--- src/expression_tokenizer_macros.svh ---
// assertion helpers shared by the tokenizer files
`ifndef EXPRESSION_TOKENIZER_MACROS_SVH
`define EXPRESSION_TOKENIZER_MACROS_SVH

// same-cycle implication, sampled on clk, off while arst_n is low
`define ETOK_ASSERT_IMP(label, ante, cons, msg) \
	label: assert property (@(posedge clk) disable iff (!arst_n) (ante) |-> (cons)) \
		else $error(msg);

// next-cycle implication, sampled on clk, off while arst_n is low
`define ETOK_ASSERT_NXT(label, ante, cons, msg) \
	label: assert property (@(posedge clk) disable iff (!arst_n) (ante) |=> (cons)) \
		else $error(msg);

`endif

--- src/etok_pkg.sv ---
package etok_pkg;

	localparam int SYMBOL_SIZE_DEF  = 64;
	localparam int MAX_EXPR_LEN_DEF = 4096;

	// character codes
	localparam logic [7:0] CH_0      = 8'h30;
	localparam logic [7:0] CH_9      = 8'h39;
	localparam logic [7:0] CH_LA     = 8'h61;
	localparam logic [7:0] CH_LZ     = 8'h7A;
	localparam logic [7:0] CH_UA     = 8'h41;
	localparam logic [7:0] CH_UZ     = 8'h5A;
	localparam logic [7:0] CH_USCORE = 8'h5F;
	localparam logic [7:0] CH_DOT    = 8'h2E;
	localparam logic [7:0] CH_PLUS   = 8'h2B;
	localparam logic [7:0] CH_MINUS  = 8'h2D;
	localparam logic [7:0] CH_SLASH  = 8'h2F;
	localparam logic [7:0] CH_STAR   = 8'h2A;
	localparam logic [7:0] CH_AMP    = 8'h26;
	localparam logic [7:0] CH_DOLLAR = 8'h24;
	localparam logic [7:0] CH_HASH   = 8'h23;
	localparam logic [7:0] CH_BTICK  = 8'h60;
	localparam logic [7:0] CH_TILDE  = 8'h7E;
	localparam logic [7:0] CH_EQ     = 8'h3D;
	localparam logic [7:0] CH_BANG   = 8'h21;
	localparam logic [7:0] CH_GT     = 8'h3E;
	localparam logic [7:0] CH_LT     = 8'h3C;
	localparam logic [7:0] CH_QUOTE  = 8'h22;
	localparam logic [7:0] CH_BSLASH = 8'h5C;

	// token kinds
	localparam logic [4:0] K_IDENT  = 5'd0;
	localparam logic [4:0] K_INT    = 5'd1;
	localparam logic [4:0] K_FLOAT  = 5'd2;
	localparam logic [4:0] K_STRING = 5'd3;
	localparam logic [4:0] K_PLUS   = 5'd4;
	localparam logic [4:0] K_MINUS  = 5'd5;
	localparam logic [4:0] K_SLASH  = 5'd6;
	localparam logic [4:0] K_STAR   = 5'd7;
	localparam logic [4:0] K_AMP    = 5'd8;
	localparam logic [4:0] K_DOLLAR = 5'd9;
	localparam logic [4:0] K_HASH   = 5'd10;
	localparam logic [4:0] K_BTICK  = 5'd11;
	localparam logic [4:0] K_TILDE  = 5'd12;
	localparam logic [4:0] K_EQ     = 5'd13;
	localparam logic [4:0] K_BANG   = 5'd14;
	localparam logic [4:0] K_GE     = 5'd15;
	localparam logic [4:0] K_LE     = 5'd16;
	localparam logic [4:0] K_GT     = 5'd17;
	localparam logic [4:0] K_LT     = 5'd18;
	// op_kind answer for a byte that is no single-character operator
	localparam logic [4:0] K_NONE   = 5'd0;

	// end statuses
	localparam logic [2:0] ST_OK          = 3'd0;
	localparam logic [2:0] ST_IDENT_LONG  = 3'd1;
	localparam logic [2:0] ST_NUMBER_LONG = 3'd2;
	localparam logic [2:0] ST_STRING_LONG = 3'd3;
	localparam logic [2:0] ST_UNTERM      = 3'd4;
	localparam logic [2:0] ST_EXPECT      = 3'd5;

	typedef struct packed {
		logic [4:0]  kind;
		logic [11:0] start;
		logic [5:0]  length;
		logic        is_final;
		logic [2:0]  status;
		logic [11:0] total;
		logic        run_last;
	} result_t;

	typedef struct packed {
		logic [1:0] cnt;
		result_t    res0;
		result_t    res1;
	} pair_t;

	function automatic logic is_digit(input logic [7:0] c);
		return (c >= CH_0) && (c <= CH_9);
	endfunction

	function automatic logic is_alpha(input logic [7:0] c);
		return ((c >= CH_LA) && (c <= CH_LZ)) || ((c >= CH_UA) && (c <= CH_UZ));
	endfunction

	function automatic logic is_ident_char(input logic [7:0] c);
		return is_alpha(c) || is_digit(c) || (c == CH_USCORE);
	endfunction

	function automatic logic [4:0] op_kind(input logic [7:0] c);
		logic [4:0] k;
		unique case (c)
			CH_PLUS:   k = K_PLUS;
			CH_MINUS:  k = K_MINUS;
			CH_SLASH:  k = K_SLASH;
			CH_STAR:   k = K_STAR;
			CH_AMP:    k = K_AMP;
			CH_DOLLAR: k = K_DOLLAR;
			CH_HASH:   k = K_HASH;
			CH_BTICK:  k = K_BTICK;
			CH_TILDE:  k = K_TILDE;
			CH_EQ:     k = K_EQ;
			CH_BANG:   k = K_BANG;
			default:   k = K_NONE;
		endcase
		return k;
	endfunction

	// operands take one from the balance, most operators add one
	function automatic logic [7:0] bal_delta(input logic [4:0] kind);
		logic [7:0] d;
		priority if (kind <= K_STRING) begin
			d = 8'hFF;
		end else if (((kind >= K_AMP) && (kind <= K_TILDE)) || (kind == K_BANG)) begin
			d = 8'h00;
		end else begin
			d = 8'h01;
		end
		return d;
	endfunction

	function automatic logic [11:0] tok_inc(input logic [11:0] t);
		return (t == 12'hFFF) ? t : t + 12'd1;
	endfunction

endpackage

--- src/etok_scan.sv ---
`include "expression_tokenizer_macros.svh"

module etok_scan #(
	parameter int SYMBOL_SIZE  = etok_pkg::SYMBOL_SIZE_DEF,
	parameter int MAX_EXPR_LEN = etok_pkg::MAX_EXPR_LEN_DEF
) (
	input  logic            clk,
	input  logic            arst_n,
	input  logic            item_v,
	input  logic [7:0]      item_char,
	input  logic            item_end,
	output etok_pkg::pair_t pair
);

	localparam int CW = $clog2(SYMBOL_SIZE);
	localparam int PW = $clog2(MAX_EXPR_LEN);

	typedef enum logic [2:0] {
		M_IDLE, M_IDENT, M_NUMBER, M_STRING, M_MINUS, M_GT, M_LT, M_ERROR
	} mode_t;

	mode_t           mode_q, mode_d;
	logic [PW-1:0]   begin_q, begin_d;
	logic [CW-1:0]   chars_q, chars_d;
	logic            seen_q, seen_d;
	logic            ldot_q, ldot_d;
	logic            pbs_q, pbs_d;
	logic [7:0]      bal_q, bal_d;
	logic [PW-1:0]   pos_q, pos_d;
	logic [11:0]     tok_q, tok_d;
	logic [2:0]      err_q, err_d;

	logic            full;
	logic            fall;
	logic            a_v, b_v, is_fin;
	logic [4:0]      a_kind, b_kind;
	logic [11:0]     a_start, b_start;
	logic [5:0]      a_len;
	logic [7:0]      bal_a;
	logic [11:0]     tok_a;
	logic [2:0]      fin_status;
	etok_pkg::result_t res_a, res_b, res_f;

	function automatic logic [PW-1:0] next_pos(input logic [PW-1:0] p);
		return (p == PW'(MAX_EXPR_LEN - 1)) ? '0 : p + PW'(1);
	endfunction

	assign full = (chars_q >= CW'(SYMBOL_SIZE - 1));

	always_comb begin
		mode_d  = mode_q;
		begin_d = begin_q;
		chars_d = chars_q;
		seen_d  = seen_q;
		ldot_d  = ldot_q;
		pbs_d   = pbs_q;
		pos_d   = pos_q;
		err_d   = err_q;
		fall    = 1'b0;
		a_v     = 1'b0;
		a_kind  = etok_pkg::K_IDENT;
		a_start = 12'(begin_q);
		a_len   = 6'(chars_q);
		b_v     = 1'b0;
		b_kind  = etok_pkg::K_NONE;
		b_start = 12'(pos_q);
		is_fin  = 1'b0;
		if (item_v && !item_end) begin
			pos_d = next_pos(pos_q);
			unique case (mode_q)
				M_ERROR: begin
				end
				M_STRING: begin
					if ((item_char == etok_pkg::CH_QUOTE) && !pbs_q) begin
						a_v    = 1'b1;
						a_kind = etok_pkg::K_STRING;
						mode_d = M_IDLE;
					end else if (full) begin
						mode_d = M_ERROR;
						err_d  = etok_pkg::ST_STRING_LONG;
					end else begin
						chars_d = chars_q + CW'(1);
						pbs_d   = (item_char == etok_pkg::CH_BSLASH);
					end
				end
				M_IDENT: begin
					if (etok_pkg::is_ident_char(item_char)) begin
						if (full) begin
							mode_d = M_ERROR;
							err_d  = etok_pkg::ST_IDENT_LONG;
						end else begin
							chars_d = chars_q + CW'(1);
						end
					end else begin
						fall = 1'b1;
					end
				end
				M_NUMBER: begin
					if (etok_pkg::is_digit(item_char) ||
					    ((item_char == etok_pkg::CH_DOT) && !ldot_q)) begin
						if (full) begin
							mode_d = M_ERROR;
							err_d  = etok_pkg::ST_NUMBER_LONG;
						end else begin
							chars_d = chars_q + CW'(1);
							seen_d  = seen_q || (item_char == etok_pkg::CH_DOT);
							ldot_d  = (item_char == etok_pkg::CH_DOT);
						end
					end else begin
						fall = 1'b1;
					end
				end
				M_MINUS: begin
					if (etok_pkg::is_digit(item_char)) begin
						mode_d = M_NUMBER;
						seen_d = 1'b0;
						ldot_d = 1'b0;
						if (full) begin
							mode_d = M_ERROR;
							err_d  = etok_pkg::ST_NUMBER_LONG;
						end else begin
							chars_d = chars_q + CW'(1);
						end
					end else begin
						fall = 1'b1;
					end
				end
				M_GT, M_LT: begin
					if (item_char == etok_pkg::CH_EQ) begin
						a_v    = 1'b1;
						a_kind = (mode_q == M_GT) ? etok_pkg::K_GE : etok_pkg::K_LE;
						a_len  = 6'd2;
						mode_d = M_IDLE;
					end else begin
						fall = 1'b1;
					end
				end
				M_IDLE: begin
					fall = 1'b1;
				end
			endcase
		end

		// pending token flush, on a breaking character or on the end marker
		if (fall || (item_v && item_end && (mode_q != M_ERROR) && (mode_q != M_STRING))) begin
			unique case (mode_q)
				M_IDENT: begin
					a_v    = 1'b1;
					a_kind = etok_pkg::K_IDENT;
				end
				M_NUMBER: begin
					a_v    = 1'b1;
					a_kind = seen_q ? etok_pkg::K_FLOAT : etok_pkg::K_INT;
				end
				M_MINUS: begin
					a_v    = 1'b1;
					a_kind = etok_pkg::K_MINUS;
					a_len  = 6'd1;
				end
				M_GT: begin
					a_v    = 1'b1;
					a_kind = etok_pkg::K_GT;
					a_len  = 6'd1;
				end
				M_LT: begin
					a_v    = 1'b1;
					a_kind = etok_pkg::K_LT;
					a_len  = 6'd1;
				end
				default: begin
				end
			endcase
		end

		// fresh start on the breaking character
		if (fall) begin
			begin_d = pos_q;
			chars_d = CW'(1);
			seen_d  = 1'b0;
			ldot_d  = 1'b0;
			pbs_d   = 1'b0;
			priority if (etok_pkg::is_alpha(item_char) || (item_char == etok_pkg::CH_USCORE)) begin
				mode_d = M_IDENT;
			end else if (etok_pkg::is_digit(item_char)) begin
				mode_d = M_NUMBER;
			end else if (item_char == etok_pkg::CH_MINUS) begin
				mode_d = M_MINUS;
			end else if (item_char == etok_pkg::CH_QUOTE) begin
				mode_d  = M_STRING;
				begin_d = next_pos(pos_q);
				chars_d = '0;
			end else if (item_char == etok_pkg::CH_GT) begin
				mode_d = M_GT;
			end else if (item_char == etok_pkg::CH_LT) begin
				mode_d = M_LT;
			end else begin
				mode_d  = M_IDLE;
				chars_d = '0;
				b_kind  = etok_pkg::op_kind(item_char);
				b_v     = (b_kind != etok_pkg::K_NONE);
			end
		end

		bal_a = a_v ? bal_q + etok_pkg::bal_delta(a_kind) : bal_q;
		tok_a = a_v ? etok_pkg::tok_inc(tok_q) : tok_q;
		bal_d = b_v ? bal_a + etok_pkg::bal_delta(b_kind) : bal_a;
		tok_d = b_v ? etok_pkg::tok_inc(tok_a) : tok_a;

		priority if (mode_q == M_ERROR) begin
			fin_status = err_q;
		end else if (mode_q == M_STRING) begin
			fin_status = etok_pkg::ST_UNTERM;
		end else if (bal_a != 8'd0) begin
			fin_status = etok_pkg::ST_EXPECT;
		end else begin
			fin_status = etok_pkg::ST_OK;
		end

		// end marker returns everything to the reset picture
		if (item_v && item_end) begin
			is_fin  = 1'b1;
			mode_d  = M_IDLE;
			begin_d = '0;
			chars_d = '0;
			seen_d  = 1'b0;
			ldot_d  = 1'b0;
			pbs_d   = 1'b0;
			bal_d   = 8'd1;
			pos_d   = '0;
			tok_d   = '0;
			err_d   = etok_pkg::ST_OK;
		end
	end

	always_comb begin
		res_a          = '0;
		res_a.kind     = a_kind;
		res_a.start    = a_start;
		res_a.length   = a_len;
		res_b          = '0;
		res_b.kind     = b_kind;
		res_b.start    = b_start;
		res_b.length   = 6'd1;
		res_f          = '0;
		res_f.is_final = 1'b1;
		res_f.status   = fin_status;
		res_f.total    = tok_a;

		pair.cnt  = 2'(a_v) + 2'(b_v) + 2'(is_fin);
		pair.res0 = a_v ? res_a : (b_v ? res_b : res_f);
		pair.res1 = (a_v && b_v) ? res_b : res_f;
		pair.res0.run_last = (pair.cnt == 2'd1);
		pair.res1.run_last = 1'b1;
	end

	always_ff @(posedge clk or negedge arst_n) begin
		if (!arst_n) begin
			mode_q  <= M_IDLE;
			begin_q <= '0;
			chars_q <= '0;
			seen_q  <= 1'b0;
			ldot_q  <= 1'b0;
			pbs_q   <= 1'b0;
			bal_q   <= 8'd1;
			pos_q   <= '0;
			tok_q   <= '0;
			err_q   <= etok_pkg::ST_OK;
		end else if (item_v) begin
			mode_q  <= mode_d;
			begin_q <= begin_d;
			chars_q <= chars_d;
			seen_q  <= seen_d;
			ldot_q  <= ldot_d;
			pbs_q   <= pbs_d;
			bal_q   <= bal_d;
			pos_q   <= pos_d;
			tok_q   <= tok_d;
			err_q   <= err_d;
		end
	end

	`ETOK_ASSERT_NXT(a_end_clears, item_v && item_end, (mode_q == M_IDLE) && (pos_q == '0) && (bal_q == 8'd1), "end marker did not restore the idle state")
	`ETOK_ASSERT_IMP(a_error_silent, item_v && !item_end && (mode_q == M_ERROR), pair.cnt == 2'd0, "token emitted after an overlong value")

endmodule

--- src/etok_outbuf.sv ---
`include "expression_tokenizer_macros.svh"

module etok_outbuf (
	input  logic              clk,
	input  logic              arst_n,
	input  logic              load,
	input  etok_pkg::pair_t   pair,
	output logic              room,
	output logic              res_valid,
	input  logic              res_stall,
	output etok_pkg::result_t head
);

	etok_pkg::result_t slot0_q, slot1_q;
	logic [1:0]        cnt_q;
	logic              take;

	assign take      = (cnt_q != 2'd0) && !res_stall;
	assign room      = (cnt_q == 2'd0) || ((cnt_q == 2'd1) && take);
	assign res_valid = (cnt_q != 2'd0);
	assign head      = slot0_q;

	always_ff @(posedge clk or negedge arst_n) begin
		if (!arst_n) begin
			cnt_q <= 2'd0;
		end else if (load && (pair.cnt != 2'd0)) begin
			cnt_q <= pair.cnt;
		end else if (take) begin
			cnt_q <= cnt_q - 2'd1;
		end
	end

	// payload, no reset
	always_ff @(posedge clk) begin
		if (load && (pair.cnt != 2'd0)) begin
			slot0_q <= pair.res0;
			slot1_q <= pair.res1;
		end else if (take) begin
			slot0_q <= slot1_q;
		end
	end

	`ETOK_ASSERT_IMP(a_pair_first_not_last, cnt_q == 2'd2, !slot0_q.run_last, "first of two results marked last")
	`ETOK_ASSERT_NXT(a_drain_step, take && (cnt_q == 2'd2), cnt_q == 2'd1, "second result lost while draining")

endmodule

--- src/expression_tokenizer.sv ---
// streaming expression lexer: one character (or the end marker) per transfer in,
// tokens out as kind, start offset and length, then one status result closing the
// expression. a character is held in the input register; when it moves on, the lexer
// decides its results and they are loaded into the two-slot result buffer, which
// presents them. the sustained rate is one character per cycle while the token channel
// is not stalled; a character that causes two results (a flushed token plus an operator,
// or a flush plus the end status) fills both slots, and the following character waits
// in the input register until the buffer drains. the lexer state itself never holds
// the flow, so the result buffer drain is the only limit.
`include "expression_tokenizer_macros.svh"

module expression_tokenizer #(
	parameter int SYMBOL_SIZE  = etok_pkg::SYMBOL_SIZE_DEF,
	parameter int MAX_EXPR_LEN = etok_pkg::MAX_EXPR_LEN_DEF
) (
	input  logic        clk,
	input  logic        arst_n,
	// character channel
	input  logic        item_valid,
	output logic        item_stall,
	input  logic [7:0]  char_code,
	input  logic        end_marker,
	// token channel
	output logic        result_valid,
	input  logic        result_stall,
	output logic [4:0]  token_kind,
	output logic [11:0] token_start,
	output logic [5:0]  token_length,
	output logic        is_final,
	output logic [2:0]  status,
	output logic [11:0] token_total,
	output logic        run_last
);

	// input register stage
	logic              s1_valid;
	logic [7:0]        s1_char;
	logic              s1_end;

	logic              room;
	logic              advance;
	logic              in_take;
	etok_pkg::pair_t   pair;
	etok_pkg::result_t head;

	// the held character moves on only when the buffer can take two results
	assign advance    = s1_valid && room;
	assign item_stall = s1_valid && !room;
	assign in_take    = item_valid && !item_stall;

	always_ff @(posedge clk or negedge arst_n) begin
		if (!arst_n) begin
			s1_valid <= 1'b0;
		end else if (in_take) begin
			s1_valid <= 1'b1;
		end else if (advance) begin
			s1_valid <= 1'b0;
		end
	end

	// payload of the input register, no reset
	always_ff @(posedge clk) begin
		if (in_take) begin
			s1_char <= char_code;
			s1_end  <= end_marker;
		end
	end

	// lexer state and per-character token decisions
	etok_scan #(
		.SYMBOL_SIZE  (SYMBOL_SIZE),
		.MAX_EXPR_LEN (MAX_EXPR_LEN)
	) u_scan (
		.clk       (clk),
		.arst_n    (arst_n),
		.item_v    (advance),
		.item_char (s1_char),
		.item_end  (s1_end),
		.pair      (pair)
	);

	// result register, up to two results per character
	etok_outbuf u_outbuf (
		.clk       (clk),
		.arst_n    (arst_n),
		.load      (advance),
		.pair      (pair),
		.room      (room),
		.res_valid (result_valid),
		.res_stall (result_stall),
		.head      (head)
	);

	assign token_kind   = head.kind;
	assign token_start  = head.start;
	assign token_length = head.length;
	assign is_final     = head.is_final;
	assign status       = head.status;
	assign token_total  = head.total;
	assign run_last     = head.run_last;

	`ETOK_ASSERT_NXT(a_s1_hold, s1_valid && !room, s1_valid && $stable(s1_char) && $stable(s1_end), "held character changed before processing")

endmodule

--- config.mk ---
export PLATFORM = sky130hd
export DESIGN_NAME = expression_tokenizer
export DESIGN_NICKNAME = d
export VERILOG_FILES = /design/src/etok_pkg.sv /design/src/etok_scan.sv /design/src/etok_outbuf.sv /design/src/expression_tokenizer.sv
export VERILOG_INCLUDE_DIRS = /design/src /design/src/src
export SDC_FILE = /design/constraint.sdc
export NUM_CORES = 1
export LEC_CHECK = 0
export ABC_AREA = 1
export BUFFER_PORTS_ARGS = -buffer_cell sky130_fd_sc_hd__buf_4
export CAP_MARGIN = 20
export CORE_ASPECT_RATIO = 1.5
export CORE_MARGIN = 2
export CORE_UTILIZATION = 37
export CTS_CLUSTER_SIZE = 30
export DETAILED_ROUTE_END_ITERATION = 8
export GPL_TIMING_DRIVEN = 0
export PLACE_DENSITY = 0.62
export SLEW_MARGIN = 20
export SYNTH_ARGS = -nofsm -noshare
export SYNTH_HDL_FRONTEND = slang
export SYNTH_SLANG_ARGS = --single-unit
--- constraint.sdc ---
create_clock -name clk -period 4.8 [get_ports clk]
set_clock_uncertainty 0.1 [all_clocks]
set_input_delay 0.48 -clock clk [delete_from_list [all_inputs] [get_ports clk]]
set_output_delay 0.48 -clock clk [all_outputs]
set_load 0.01 [all_outputs]
# Yosys cells after proc, flatten, opt, wreduce, memory -nomap -nowiden
# Index checks and enable logic that the tools add are counted.
dict set report word_totals {
  register_bits 150
  latchBits 0
  ramBits 0
  rom_bits 0
  in_bits 13
  wordCells 298
  mem_count 0
}
dict set report classes {
  n_addsub 9
  mul 0
  n_div 0
  order_cmp 13
  n_eq_ne 47
  shifts 0
  n_mux 142
  bitwise 0
  n_reduce_logical 60
}
# op count
set ops {}
lappend ops {{$mux W12} 14}
lappend ops {{$mux W40} 4}
lappend ops {{$mux W6} 18}
lappend ops {{$eq A8 B6 Y1 const B} 13}
lappend ops {{$mux W5} 18}
lappend ops {{$mux W3} 28}
lappend ops {{$mux W1} 40}
lappend ops {{$mux W8} 5}
lappend ops {{$pmux W4 S10} 1}
lappend ops {{$add A12 B1 Y12 const B} 3}
lappend ops {{$eq A12 B12 Y1 const B} 3}
lappend ops {{$eq A8 B7 Y1 const B} 4}
lappend ops {{$pmux W5 S5} 1}
lappend ops {{$pmux W6 S4} 1}
lappend ops {{$logic_and A1 B1 Y1} 18}
lappend ops {{$mux W18} 1}
lappend ops {{$add A8 B8 Y8} 2}
lappend ops {{$ge A8 B7 Y1 const B} 2}
lappend ops {{$le A8 B7 Y1 const B} 2}
lappend ops {{$ne A4 B1 Y1 const B} 4}
lappend ops {{$ne A3 B1 Y1 const B} 5}
lappend ops {{$pmux W3 S5} 1}
lappend ops {{$reduce_and A7 Y1} 2}
lappend ops {{$eq A3 B3 Y1 const B} 4}
lappend ops {{other kinds (41)} 77}

# Logic depth before layout (Yosys ltp)
dict set report depth {
  ltp_word 24
  mapped_depth 31
  ltp_nobuf 31
}

# By module
# Synthesis repeated with hierarchy kept, for this count alone.
dict set report hier_totals {
  hier_cells 1119
  hier_area_um2 8934.8
}
# module instances cells_each area_per_inst_um2 seq_area_each_um2
set modules_own_cells {}
lappend modules_own_cells {etok_scan 1 867 5470.2 1452.6}
lappend modules_own_cells {etok_outbuf 1 234 3129.3 2452.4}
lappend modules_own_cells {expression_tokenizer 1 18 335.3 295.3}

# Worst setup path before layout
# No wires, ideal clock.
dict set report synth_path {
  path_type {reg2reg}
  from {register s1_char[3]}
  to {register u_outbuf.slot0_q (netlist bit u_outbuf.head[0]), enable pin}
  arrival_ps 3688
  required_time_ps 4167
  setup_slack_ps 479
  path_stages_with_launch 17
  path_buffers 4
  path_cell_list {edfxtp_1 -> nor2_2 -> nand2_1 -> nand2_1 -> nand2_1 -> a21oi_4 -> nand3_2 -> nand3_2 -> nand2_4 -> buf_2 -> a21oi_1 -> buf_2 -> buf_2 -> fa_1 -> o21ai_0 -> clkbuf_1 -> nand2_1}
}
dict set report synth_between {
  elab_chain_cells 22
  word_cells_on_any_way 66
  cone_classes {add/sub: 2; order compare: 6; eq/ne: 16; mux: 27; reduce/logical: 15}
}
# item line_no
set synth_rtl {}
lappend synth_rtl {{start: declaration} expression_tokenizer.sv:37} ;# logic [7:0] s1_char;
lappend synth_rtl {{start signal: assignment} expression_tokenizer.sv:64} ;# s1_char <= char_code;
lappend synth_rtl {{$eq A8 B6 Y1 (tied with other cells)} etok_pkg.sv:92} ;# unique case (c)
lappend synth_rtl {{$pmux W4 S10} etok_pkg.sv:92}
lappend synth_rtl {{$mux W5} etok_scan.sv:194} ;# end else if (item_char == etok_pkg::CH_LT) begin
lappend synth_rtl {{$mux W5} etok_scan.sv:192} ;# end else if (item_char == etok_pkg::CH_GT) begin
lappend synth_rtl {{$mux W5} etok_scan.sv:188} ;# end else if (item_char == etok_pkg::CH_QUOTE) begin
lappend synth_rtl {{$mux W5} etok_scan.sv:186} ;# end else if (item_char == etok_pkg::CH_MINUS) begin
lappend synth_rtl {{$mux W5} etok_scan.sv:184} ;# end else if (etok_pkg::is_digit(item_char)) begin
lappend synth_rtl {{$mux W5} etok_scan.sv:182} ;# priority if (etok_pkg::is_alpha(item_char) || (item_char == etok_pkg::CH_USCORE)) begin
lappend synth_rtl {{[6 not listed]} -}
lappend synth_rtl {{$mux W1} etok_scan.sv:184}
lappend synth_rtl {{$mux W1} etok_scan.sv:182}
lappend synth_rtl {{$mux W1} etok_scan.sv:176} ;# if (fall) begin
lappend synth_rtl {{$add A1 B1 Y2 (*)} etok_scan.sv:249} ;# pair.cnt = 2'(a_v) + 2'(b_v) + 2'(is_fin);
lappend synth_rtl {{$add A2 B1 Y2 (*)} etok_scan.sv:249}
lappend synth_rtl {{$reduce_bool A2 Y1 (*)} etok_outbuf.sv:35} ;# if (load && (pair.cnt != 2'd0)) begin
lappend synth_rtl {{$logic_and A1 B1 Y1 (*)} etok_outbuf.sv:35}
lappend synth_rtl {{$reduce_bool A2 Y1 (no line) (*)} -}
lappend synth_rtl {{end signal: assignment} etok_outbuf.sv:36} ;# slot0_q <= pair.res0;
lappend synth_rtl {{end signal: assignment} etok_outbuf.sv:39} ;# slot0_q <= slot1_q;
lappend synth_rtl {{end: declaration} etok_outbuf.sv:14} ;# etok_pkg::result_t slot0_q, slot1_q;
# Every way passes the cells marked *; elsewhere a longest branch is shown, timed or not. The select of a mux whose other input is x is not followed.
# A chain may end at the register's enable or synchronous reset.

# Worst setup path after layout
dict set report layout_path {
  from {register s1_char[1]}
  to {register u_scan.bal_q[7]}
}
dict set report layout_between {
  elab_chain_cells 24
  word_cells_on_any_way 95
  cone_classes {add/sub: 2; order compare: 12; eq/ne: 18; mux: 47; reduce/logical: 16}
}
# item line_no
set layout_rtl {}
lappend layout_rtl {{parallel branches: the longest is 22 deep, another holds $ge A8 B7 Y1} -}
lappend layout_rtl {{$mux W8 (*)} etok_scan.sv:206} ;# bal_d = b_v ? bal_a + etok_pkg::bal_delta(b_kind) : bal_a;
lappend layout_rtl {{$mux W8 (*)} etok_scan.sv:220} ;# if (item_v && item_end) begin
lappend layout_rtl {{end signal: assignment} etok_scan.sv:275} ;# bal_q <= bal_d;
lappend layout_rtl {{end: declaration} etok_scan.sv:28} ;# logic [7:0] bal_q, bal_d;
# Every way passes the cells marked *. The select of a mux whose other input is x is not followed.

==> impl_results.md <==
* Status: completed
* DR DRC count at 0
* WL/cell at around 17 um
* Met1 Use GR at 0.2234
* Antenna violations before repair at 0
* Worst path required time at ~5.0 ns
* CP startpoint: s1_char[1]$_DFFE_PP_
* Ant. Diodes at 0
* Final setup fails at 0
* Post-synth ARST share at 0.4266
* Element type at the critical path start: flip-flop
* Syn Area/Cell at between 8 and 9 um2
* Synth cell types at 57
* Global Route Usage Sum at 0.1994
* GP Congestion at roughly 0.94
* Top delay family on crit path: compound AO/OA/AOI/OAI gates
* Hold Buf Count CTS at 0
* Maximum fanout along the worst path at 11
* Area grow syn2layout at 17.19%
* Worst r2r src: s1_char[1]$_DFFE_PP_
* Largest net degree at the start of global routing at between 60 and 70
* Critical path endpoint: u_scan.bal_q[7]$_DFFE_PN0P_
* CORE AREA at around 22000 um2
* DIE HEIGHT at approximately 190 um
* Setup TNS at 0 ns
* Vias per cell at around 5.3
* Iteration-0 DRC Markers at 582
* R2R depth at 25
* Levels on crit path at 25
* CTS tree: built
* # port buffers at 54
* Netlist Area Pre-Place at around 8400 um2
* Final min period at 4.634 ns
* First-pass GRT wire length at between 30000 and 40000 um
* Pwr dens at 676.7 nW/um2
* Clock-pin slew on the worst setup and hold paths at 0.07 ns
* WL final at approximately 23000 um
* Kind of critical path: reg -> reg
* Fill count at approximately 2200
* Tcrit/Tclk final at 0.9654
* Cells after DPL at around 1300
* Worst Slack Setup Final at roughly 0.17 ns
* Die Wd at 127.1 um
* Slowest library cell on the worst path: edfxtp_1
* IO Pins at 55
* Setup WS pre-CTS at -0.7761 ns
* Final ANT Viol Nets at 0
* FF+latch area at roughly 4000 um2
* Tightest Pin Transition at 1.126 ns
* EDFF count, synth at a little over 80
* Synth Flop Type: edfxtp_1
* Worst IR drop on VDD at 306.3 uV
* Hold Vio Cnt, Final at 0
* Total clock sinks at 143
* Placed wire-length estimate at 16820 um
* Fin. max-slew vios at 0
* Net count after synthesis at 1044
* Reg2reg setup slack at 0.17 ns
* Crit. End Element: flip-flop
* MaxCap Viol Count at 0
* DIE AREA at about 24000 um2
* Area occupied by multi-input gates at roughly 3800 um2
* Worst Hold Class: in -> async
* Starting Density at 0.3771
* CP dominant cell by count: nand2_1
* Met2 GRT Util at 0.3635
* Slowest cell delay on critical path at about 0.49 ns
* Yosys warning count at 0
* H-tree depth at 4
* Leakage at around 4.2 nW
* Pre-antenna DRT Iters at 7
* Remaining Overflow, GRT at 0
* CP bufs+invs at 4
* Seq/Total Area, Yosys at 0.4746
* Cells after Synth at just over 1000
* Critical Path AT at just under 5 ns
* Slew HR at 0.2434
* Vias at roughly 7300
* Share of cells above drive strength 1 at 0.1680
* Worst reg2reg endpoint: u_scan.bal_q[7]$_DFFE_PN0P_
* CTS max path bufs at 2
* RSZ-0062 raised after global routing: true
* Fmax at ~220 MHz
* Number of CTS-inserted buffers at 17
* GRT busiest layer: met2
* Clock latency at the later pin of the worst-skew pair at between 0.4 and 0.5 ns
* Row count at 67
* Vias in the first global route at just over 7000
* GR Util met3 at 0.03208
* Synth Register Bits at 143
* Finished Layout Cells at ~1400
* Final nets at between 1000 and 1500
* CTS root buf: clkbuf_16
[sequential cells by signal, summed over array words and instances, names as in the netlist, 6 cells and up]
signal,count
u_scan.chars_q,6
u_scan.tok_q,12
u_scan.a_start,12
u_scan.bal_q,8
u_outbuf.head,40
u_scan.b_start,12
u_outbuf.slot1_q,33
s1_char,8
[placed cells by master (no fill, tap or decap), types with 9 or more instances in the layout]
| cell | instances |
|---|---|
| o2111ai_1 | 12 |
| o221ai_1 | 16 |
| nand3_1 | 57 |
| ha_1 | 20 |
| nor2_1 | 111 |
| nand2_1 | 223 |
| clkbuf_1 | 16 |
| a21oi_1 | 34 |
| inv_2 | 20 |
| clkbuf_16 | 17 |
| nand2_2 | 13 |
| nor2_4 | 9 |
| edfxtp_1 | 82 |
| nor2_2 | 11 |
| xor2_1 | 14 |
| nor3_1 | 18 |
| o21ai_0 | 60 |
| dfrtp_1 | 60 |
| inv_1 | 111 |
| o22ai_1 | 12 |
| buf_4 | 59 |
[layer usage]
metal	vias to the layer above	share of wire
li1	3546	-
met1	3449	0.39
met2	234	0.52
met3	59	0.047
met4	0	0.038
met5	-	0
[through the flow]
stage                     area, um2  utilization  total power, mW  hold WS [ns]
after floorplan                8408            -            4.250       0.08441
after global routing           9853       0.4419            7.168        0.1161
after global placement         9159       0.4107            5.178        0.3666
after detailed placement       9181       0.4117            5.247        0.3688
final                          9853       0.4419            6.668       0.07228
after CTS                      9812       0.4400            6.658       0.09973
[worst register-to-register path, cell delays in order (launching register included)]
cell and delay, ns:
edfxtp_1 0.49, nor2_2 0.20, nand2_1 0.10, nand2_1 0.07, nand2_1 0.08, a21oi_4 0.20, nand3_2 0.13, nand3_2 0.13
nand2_4 0.08, buf_2 0.21, inv_1 0.41, o21ai_0 0.42, o21ai_1 0.39, ha_1 0.26, a21oi_1 0.08, o21bai_1 0.20
a21oi_1 0.10, o21ai_0 0.23, nand2_1 0.08, inv_1 0.07, nor2_1 0.04, inv_1 0.05, a21oi_1 0.06, nor2_1 0.15
xnor2_1 0.14, nor2_1 0.05
[cell type report]
class | count | area share
buffer | 31 | 0.01549
clock buffer | 18 | 0.04356
clock inverter | 14 | 0.01803
inverter | 133 | 0.05092
multi-input combinational | 700 | 0.3881
sequential | 143 | 0.4050
tap | 276 | 0.03505
timing repair buffer | 56 | 0.04394
[cell usage after synthesis, types with 9 or more instances]
cell | n | share of area
o221ai_1 | 16 | 0.017
o21ai_0 | 62 | 0.037
edfxtp_1 | 82 | 0.29
o22ai_1 | 12 | 0.0089
buf_2 | 9 | 0.0054
nor2_1 | 112 | 0.050
o2111ai_1 | 12 | 0.012
inv_2 | 18 | 0.0080
dfrtp_1 | 60 | 0.18
xor2_1 | 14 | 0.015
inv_1 | 114 | 0.051
a21oi_1 | 37 | 0.022
nand2_1 | 224 | 0.10
nor2_2 | 13 | 0.0097
nand2_2 | 12 | 0.0089
nor3_1 | 19 | 0.011
clkbuf_1 | 18 | 0.0080
ha_1 | 20 | 0.030
nand3_1 | 57 | 0.034
[what timing repair did]
action	CTS	global route
setup buffers	1	0
pin swaps	1	0
setup endpoints to repair	118	19
resized for setup	8	14
[power breakdown]
group	internal, mW	total (mW)	switching [mW]
sequential	1.84	2.04	0.202
combinational	1.09	3.24	2.14
clock	0.825	1.39	0.564
total	3.76	6.67	2.91
[cell families after synthesis]
family,synth area share
buffers and inverters,0.07678
XOR/XNOR,0.02188
AO/OA/AOI/OAI,0.1347
adder cells (fa/ha/maj),0.03691
flip-flops,0.4746
AND/OR/NAND/NOR,0.2548
other,0.0004460
[worst min-delay path by stage]
| stage | depth (start not counted) | start | to |
|---|---|---|---|
| 2_1_floorplan | 0 | arst_n | s1_valid$_DFFE_PN0P_ |
| 3_3_place_gp | 2 | u_scan.err_q[0]$_DFFE_PN0P_ | u_scan.err_q[0]$_DFFE_PN0P_ |
| 3_5_place_dp | 2 | u_scan.err_q[0]$_DFFE_PN0P_ | u_scan.err_q[0]$_DFFE_PN0P_ |
| 4_1_cts | 1 | arst_n | u_outbuf.cnt_q[0]$_DFFE_PN0P_ |
| 5_1_grt | 1 | char_code[1] | s1_char[1]$_DFFE_PP_ |
| 6_report | 1 | arst_n | u_scan.mode_q[0]$_DFFE_PN0P_ |
No activity file was read; power rests on OpenSTA's default activity.
